**src/design/hct_pkg.sv**
```systemverilog
// hct_pkg: shared codes, states, datapath commands and status for the Huffman tree codec.
// Used by hct_ctrl, hct_dp, huffman_tree_codec and hct_chk; depends on nothing.
`timescale 1ns / 1ps
package hct_pkg;

  localparam int IN_DATA_W  = 32;
  localparam int IN_USER_W  = 3;
  localparam int OUT_DATA_W = 80;
  localparam int OUT_USER_W = 2;
  localparam int CFG_W      = 7;
  localparam int SLOT_W     = 7;
  localparam int SYM_W      = 8;
  localparam int WIN_W      = 16;
  localparam int CODE_W     = 63;
  localparam int LEN_W      = 6;

  localparam logic [IN_USER_W-1:0] OP_LOAD   = 3'd0;
  localparam logic [IN_USER_W-1:0] OP_BUILD  = 3'd1;
  localparam logic [IN_USER_W-1:0] OP_ENCODE = 3'd2;
  localparam logic [IN_USER_W-1:0] OP_DECODE = 3'd3;
  localparam logic [IN_USER_W-1:0] OP_END    = 3'd4;

  localparam logic [OUT_USER_W-1:0] KIND_BUILD  = 2'd0;
  localparam logic [OUT_USER_W-1:0] KIND_CODE   = 2'd1;
  localparam logic [OUT_USER_W-1:0] KIND_SYMBOL = 2'd2;
  localparam logic [OUT_USER_W-1:0] KIND_END    = 2'd3;

  localparam logic [LEN_W-1:0] LEN_MAX = 6'd63;

  typedef enum logic [3:0] {
    ST_IDLE,
    ST_DISP,
    ST_B_SCAN,
    ST_B_WR2,
    ST_E_SCAN,
    ST_E_CHK,
    ST_E_STEP,
    ST_D_CHK1,
    ST_D_CHK2,
    ST_EMIT
  } state_t;

  typedef enum logic [4:0] {
    CMD_NONE,
    CMD_LATCH,
    CMD_LOAD,
    CMD_B_INIT,
    CMD_SCAN,
    CMD_B_WR1,
    CMD_B_WR2,
    CMD_E_INIT,
    CMD_E_RDP,
    CMD_E_CHK,
    CMD_E_STEP,
    CMD_E_MISS,
    CMD_E_FOUND,
    CMD_D_RD1,
    CMD_D_MISS,
    CMD_D_CHK1,
    CMD_D_LEAF,
    CMD_END,
    CMD_EMIT
  } dp_cmd_t;

  typedef struct packed {
    logic [IN_USER_W-1:0] op;
    logic                 scan_done;
    logic                 hit;
    logic                 walk_stop;
    logic                 next_zero;
    logic                 is_leaf;
    logic                 last_merge;
    logic                 out_free;
  } stat_t;

endpackage

```
**src/design/hct_ctrl.sv**
```systemverilog
// hct_ctrl: sequencer for load, build, encode, decode and end-of-stream items.
// Depends on hct_pkg; drives hct_dp through dp_cmd_t and reads stat_t.
`timescale 1ns / 1ps
module hct_ctrl (
  input  logic             clk,
  input  logic             rst,
  input  logic             s_tvalid,
  output logic             s_tready,
  input  hct_pkg::stat_t   stat,
  output hct_pkg::dp_cmd_t act
);

  hct_pkg::state_t state, state_next;

  always_ff @(posedge clk) begin
    if (rst) begin
      state <= hct_pkg::ST_IDLE;
    end else begin
      state <= state_next;
    end
  end

  always_comb begin
    state_next = state;
    unique case (state)
      hct_pkg::ST_IDLE: begin
        if (s_tvalid) state_next = hct_pkg::ST_DISP;
      end
      hct_pkg::ST_DISP: begin
        if (stat.op == hct_pkg::OP_BUILD) state_next = hct_pkg::ST_B_SCAN;
        else if (stat.op == hct_pkg::OP_ENCODE) state_next = hct_pkg::ST_E_SCAN;
        else if (stat.op == hct_pkg::OP_DECODE) state_next = hct_pkg::ST_D_CHK1;
        else if (stat.op == hct_pkg::OP_END) state_next = hct_pkg::ST_EMIT;
        else state_next = hct_pkg::ST_IDLE;
      end
      hct_pkg::ST_B_SCAN: begin
        if (stat.scan_done) state_next = hct_pkg::ST_B_WR2;
      end
      hct_pkg::ST_B_WR2: begin
        state_next = stat.last_merge ? hct_pkg::ST_EMIT : hct_pkg::ST_B_SCAN;
      end
      hct_pkg::ST_E_SCAN: begin
        if (stat.scan_done) state_next = stat.hit ? hct_pkg::ST_E_CHK : hct_pkg::ST_EMIT;
      end
      hct_pkg::ST_E_CHK: begin
        state_next = stat.walk_stop ? hct_pkg::ST_EMIT : hct_pkg::ST_E_STEP;
      end
      hct_pkg::ST_E_STEP: begin
        state_next = hct_pkg::ST_E_CHK;
      end
      hct_pkg::ST_D_CHK1: begin
        state_next = stat.next_zero ? hct_pkg::ST_IDLE : hct_pkg::ST_D_CHK2;
      end
      hct_pkg::ST_D_CHK2: begin
        state_next = stat.is_leaf ? hct_pkg::ST_EMIT : hct_pkg::ST_IDLE;
      end
      hct_pkg::ST_EMIT: begin
        if (stat.out_free) state_next = hct_pkg::ST_IDLE;
      end
      default: state_next = hct_pkg::ST_IDLE;
    endcase
  end

  always_comb begin
    act      = hct_pkg::CMD_NONE;
    s_tready = 1'b0;
    unique case (state)
      hct_pkg::ST_IDLE: begin
        s_tready = 1'b1;
        if (s_tvalid) act = hct_pkg::CMD_LATCH;
      end
      hct_pkg::ST_DISP: begin
        if (stat.op == hct_pkg::OP_LOAD) act = hct_pkg::CMD_LOAD;
        else if (stat.op == hct_pkg::OP_BUILD) act = hct_pkg::CMD_B_INIT;
        else if (stat.op == hct_pkg::OP_ENCODE) act = hct_pkg::CMD_E_INIT;
        else if (stat.op == hct_pkg::OP_DECODE) act = hct_pkg::CMD_D_RD1;
        else if (stat.op == hct_pkg::OP_END) act = hct_pkg::CMD_END;
        else act = hct_pkg::CMD_NONE;
      end
      hct_pkg::ST_B_SCAN: begin
        act = stat.scan_done ? hct_pkg::CMD_B_WR1 : hct_pkg::CMD_SCAN;
      end
      hct_pkg::ST_B_WR2: begin
        act = hct_pkg::CMD_B_WR2;
      end
      hct_pkg::ST_E_SCAN: begin
        if (!stat.scan_done) act = hct_pkg::CMD_SCAN;
        else act = stat.hit ? hct_pkg::CMD_E_RDP : hct_pkg::CMD_E_MISS;
      end
      hct_pkg::ST_E_CHK: begin
        act = stat.walk_stop ? hct_pkg::CMD_E_FOUND : hct_pkg::CMD_E_CHK;
      end
      hct_pkg::ST_E_STEP: begin
        act = hct_pkg::CMD_E_STEP;
      end
      hct_pkg::ST_D_CHK1: begin
        act = stat.next_zero ? hct_pkg::CMD_D_MISS : hct_pkg::CMD_D_CHK1;
      end
      hct_pkg::ST_D_CHK2: begin
        act = stat.is_leaf ? hct_pkg::CMD_D_LEAF : hct_pkg::CMD_NONE;
      end
      hct_pkg::ST_EMIT: begin
        if (stat.out_free) act = hct_pkg::CMD_EMIT;
      end
      default: act = hct_pkg::CMD_NONE;
    endcase
  end

endmodule

```
**config.mk**
```make
export PLATFORM = sky130hd
export DESIGN_NAME = hct_ctrl
export DESIGN_NICKNAME = d
export VERILOG_FILES = /design/src/design/hct_pkg.sv /design/src/design/hct_ctrl.sv
export SDC_FILE = /design/constraint.sdc
export NUM_CORES = 1
export LEC_CHECK = 0
export BUFFER_PORTS_ARGS = -buffer_cell sky130_fd_sc_hd__buf_4
export CAP_MARGIN = 20
export CORE_UTILIZATION = 35
export CTS_BUF_LIST = sky130_fd_sc_hd__clkbuf_16
export DETAILED_ROUTE_END_ITERATION = 6
export HOLD_SLACK_MARGIN = 0.12
export SLEW_MARGIN = 20
export SYNTH_ARGS = -nofsm -noshare
export SYNTH_HDL_FRONTEND = slang
export SYNTH_SLANG_ARGS = --single-unit
```
**constraint.sdc**
```tcl
create_clock -name clk -period 2.3 [get_ports clk]
set_input_delay 0.115 -clock clk [delete_from_list [all_inputs] [get_ports clk]]
set_output_delay 0.115 -clock clk [all_outputs]
set_load 0.01 [all_outputs]
```
# --- Word level (Yosys, flattened, before mapping) ---
# Index checks and enable logic that the tools add are counted.
# Widths: inputs -> output; s select.
op_classes:
  eq_ne: 17
  mux: 29
  reduce_logical: 3
op_table:
  columns: ["operator", "n"]
  rows:
  - ["$mux 4", 14]
  - ["$pmux 5 s10", 1]
  - ["$pmux 4 s10", 1]
  - ["$mux 5", 7]
  - ["$eq 4x3->1 const B", 4]
  - ["$eq 4x2->1 const B", 2]
  - ["$eq 4x4->1 const B", 2]
  - ["$ne 2x2->1 const B", 4]
  - ["$eq 3x2->1 const B", 2]
  - ["$eq 4x1->1 const B", 1]
  - ["$logic_not 4->1", 1]
  - ["$mux 1", 4]
  - ["$reduce_and 4->1", 1]
  - ["$eq 3x1->1 const B", 1]
  - ["$eq 3x3->1 const B", 1]
  - ["$logic_not 3->1", 1]
  - ["$mux 3", 1]
  - ["$mux 2", 1]
word_totals:
  regBits: 4
  in_bits: 13
  output_inout_bits: 6
  elab_cells: 50

# --- Depth between registers and ports, before layout ---
logic_depth:
  ltp_word: 7
  ltp_mapped: 6

# --- Worst setup path after synthesis ---
# No wires, ideal clock.
synth_timing:
  path_type: "reg-to-output"
  start: "register state[0]"
  end: "output act[0]"
  t_arrival_ns: 1.187
  t_required_ns: 2.185
  setup_slack_ns: 0.998
  stages_incl_launch_ff: 6
  path_buffers: 2
  cell_sequence: "dfxtp_1 -> buf_2 -> buf_2 -> nor4b_1 -> o21ai_0 -> a31oi_1"
synth_via:
  elab_chain_cells: 2
  word_cells_on_any_way: 11
  classes_between: "eq/ne: 9; mux: 1; reduce/logical: 1"
synth_lines:
  columns: ["element", "line", "source"]
  rows:
  - ["from (decl)", "hct_ctrl.sv:13", "hct_pkg::state_t state, state_next;"]
  - ["from (signal assigned)", "hct_ctrl.sv:17", "state <= hct_pkg::ST_IDLE;"]
  - ["from (signal assigned)", "hct_ctrl.sv:19", "state <= state_next;"]
  - ["$eq 4x4->1, or another cell as far along", "hct_ctrl.sv:67", "unique case (state)"]
  - ["$pmux 5 s10 *", "hct_ctrl.sv:67", null]
  - ["to (decl)", "hct_ctrl.sv:10", "output hct_pkg::dp_cmd_t act"]
# Mark *: on every way between the ends. The rest lies on a longest branch, timed or not.

# --- Worst setup path in the final report ---
layout_timing:
  start: "register state[0]"
  end: "output act[3]"
# The elaborated chain is that of the path after synthesis.

==> out/results.txt <==
clock power share -> 48.6%
Mapped Area -> 522 µm²
Pleak -> 0.304 nW
Hold/Removal Path Class -> input pin to flop
RSZ-0062 raised after global routing -> no
Synth Warn # -> 0
synthesis-stage register bit count -> 4
CP cell instances -> nor4b_2 -> and2b_1 -> nand3_1 -> nand2_1 -> buf_4
worst path required time -> 2180 ps
# rows -> 13
Final Util -> 53.7%
layout net count -> 106
worst rel slew slack -> 57.5%
EDFF count, synth -> 0
mean post-synth cell area -> 6.96 µm²
hold_ws -> 192 ps
vias in the first global route -> 513
worst-skew pair later-pin latency -> 220 ps
final total power -> 0.557 mW
Post-synth ARST share -> 0%
crit path kind -> flop to output pin
Reg2Reg Depth -> 4
# IOs -> 19
setup TNS -> 0 ps
syn_nets -> 88
Pins Over Slew Limit -> 0
clk_skew -> 0.335 ps
Die Height -> 40.6 µm
total gr overflow -> 0
DRT iter0 DRCs -> 14
number of port buffers -> 18
WHS Path Cells -> 3
CTS root buffer -> clkbuf_16
drt via density -> 5.94
post-DP HPWL -> 1010 µm
routability cong. -> 0.735
initial antenna violation count -> 0
Comb power frac -> 30.8%
deepest clock path buffer count -> 2
endpoints failing hold -> 0
Initial Utilization -> 38.6%
sequential fraction of design power -> 20.7%
R2R Path Start -> state[1]
post-synthesis sequential area ratio -> 15.3%
Yosys cell types -> 34
CP Capture Type -> output pin
critical path peak fanout -> 21
sw frac -> 29.0%
status -> complete, no violations
Die Span X -> 40.6 µm
R2R Path End -> state[0]
PD cells -> 769 nW/µm²
Mapped Cells -> 75
die area -> 1650 µm²
Hold EP -> state[1]
final worst path period share -> 85.1%
hold path start -> stat[7]
post-layout min period -> 1960 ps
final setup fails -> 0
H-tree Lvls -> 1
critical path startpoint category -> flop
CTS sink count -> 4
non-filler instance count after layout -> 106
Total GRT Usage -> 20.2%
total CTS buffers -> 3
Finished Cell Area -> 724 µm²
most common cell after layout, fill and taps aside -> buf_4
largest net degree at the start of global routing -> 22
CP peak stage delay -> 710 ps
Least-Margin Pin Slew -> 637 ps
largest registers -> state (4)
most frequent cells in the layout -> buf_4 (18), nand2_1 (7), nor2_1 (7)
Max-cap violations -> 0
Vias -> 630
hold buffers post-CTS -> 1
post-placement cell area -> 639 µm²
Placement Setup Slack -> 585 ps
drt wl/cell -> 14.3 µm
DRC -> 0
CP arrival -> 1840 ps
Diodes inserted -> 0
Worst-path clk slew -> 30 ps
NetSw -> 0.161 mW
placed cells -> 102
CP max-delay cell -> dfxtp_1
number of fill cells in the layout -> 143
CTS resizes -> 0
first-pass GRT wire length -> 2210 µm
Post CTS Setup Buffer Count -> 0
Final WS setup -> 343 ps
layout cell share with drive strength beyond 1 -> 27.5%
Pint -> 0.395 mW
Synth Flop Type -> dfxtp_1
placeable core region -> 1350 µm²
FMAX -> 0.511 GHz
Biggest register -> state
area grow syn2layout -> 38.8%
antenna violation net count after detailed routing -> 0
Post-Route WL -> 1520 µm
worst reg2reg setup slack -> 580 ps
DRT Pass-1 Iters -> 4
TritonCTS clock tree -> done
Worst IR Drop VDD -> 434 µV
max FFs per register -> 4
[synthesized netlist by cell type (all sizes together), types with 3 or more instances]
master	instances	area share, %
o21ai	7	6.7
dfxtp	4	15
nor3b	4	6.7
nand2b	3	3.6
nand3	3	2.9
a31oi	3	3.6
a21oi	4	3.8
buf	6	7.0
nand2	7	5.0
nand3b	3	4.3
nor2	7	5.0
[power groups by stage]
stage | registers [mW] | logic (mW) | clock network, mW
6_report | 0.115 | 0.171 | 0.270
5_1_grt | 0.118 | 0.187 | 0.280
4_1_cts | 0.114 | 0.172 | 0.273
3_5_place_dp | 0.115 | 0.167 | 0
3_3_place_gp | 0.116 | 0.167 | 0
2_1_floorplan | 0.0830 | 0.135 | 0
[cells by family after synthesis]
logic type / after synthesis / share of synthesized area, %
and+or+nand+nor: 42 / 50.1
DFF: 4 / 15.3
buffers and inverters: 7 / 7.67
AOI/OAI and AO/OA: 21 / 24.9
muxes: 1 / 1.92
[critical path: cells and delay by family (launching register included)]
kind                   cells  cell delay, ps
AND/OR/NAND/NOR            4             800
flip-flops                 1             710
buffers and inverters      1             110
[how the worst max path moves through the flow]
stage | cells after the start | slack (ps) | end | from
after detailed placement | 5 | 590 | act[3] | state[0]
final | 5 | 340 | act[3] | state[0]
after CTS | 5 | 350 | act[3] | state[0]
after floorplan | 5 | 1000 | act[0] | state[0]
after global placement | 5 | 550 | act[3] | state[0]
after global routing | 5 | 240 | act[3] | state[0]
[metal layers]
layer / vias to the layer above / GRT usage [%] / share of wire [%] / routed length, µm
met2: 12 / 34.5 / 48 / 733
met3: 0 / 4.89 / 4.0 / 61
li1: 313 / - / - / -
met1: 305 / 26.1 / 48 / 724
met4: 0 / 2.50 / 0 / 0
met5: - / 0 / 0 / 0
[layout make-up]
cell class / instances / area [µm²] / area share [%]
clock buffer: 3 / 75.1 / 10.4
tap: 15 / 18.8 / 2.59
sequential: 4 / 80.1 / 11.1
multi-input combinational: 64 / 402 / 55.4
inverter: 1 / 3.75 / 0.518
timing repair buffer: 19 / 145 / 20.0
No activity file was read; power rests on OpenSTA's default activity.
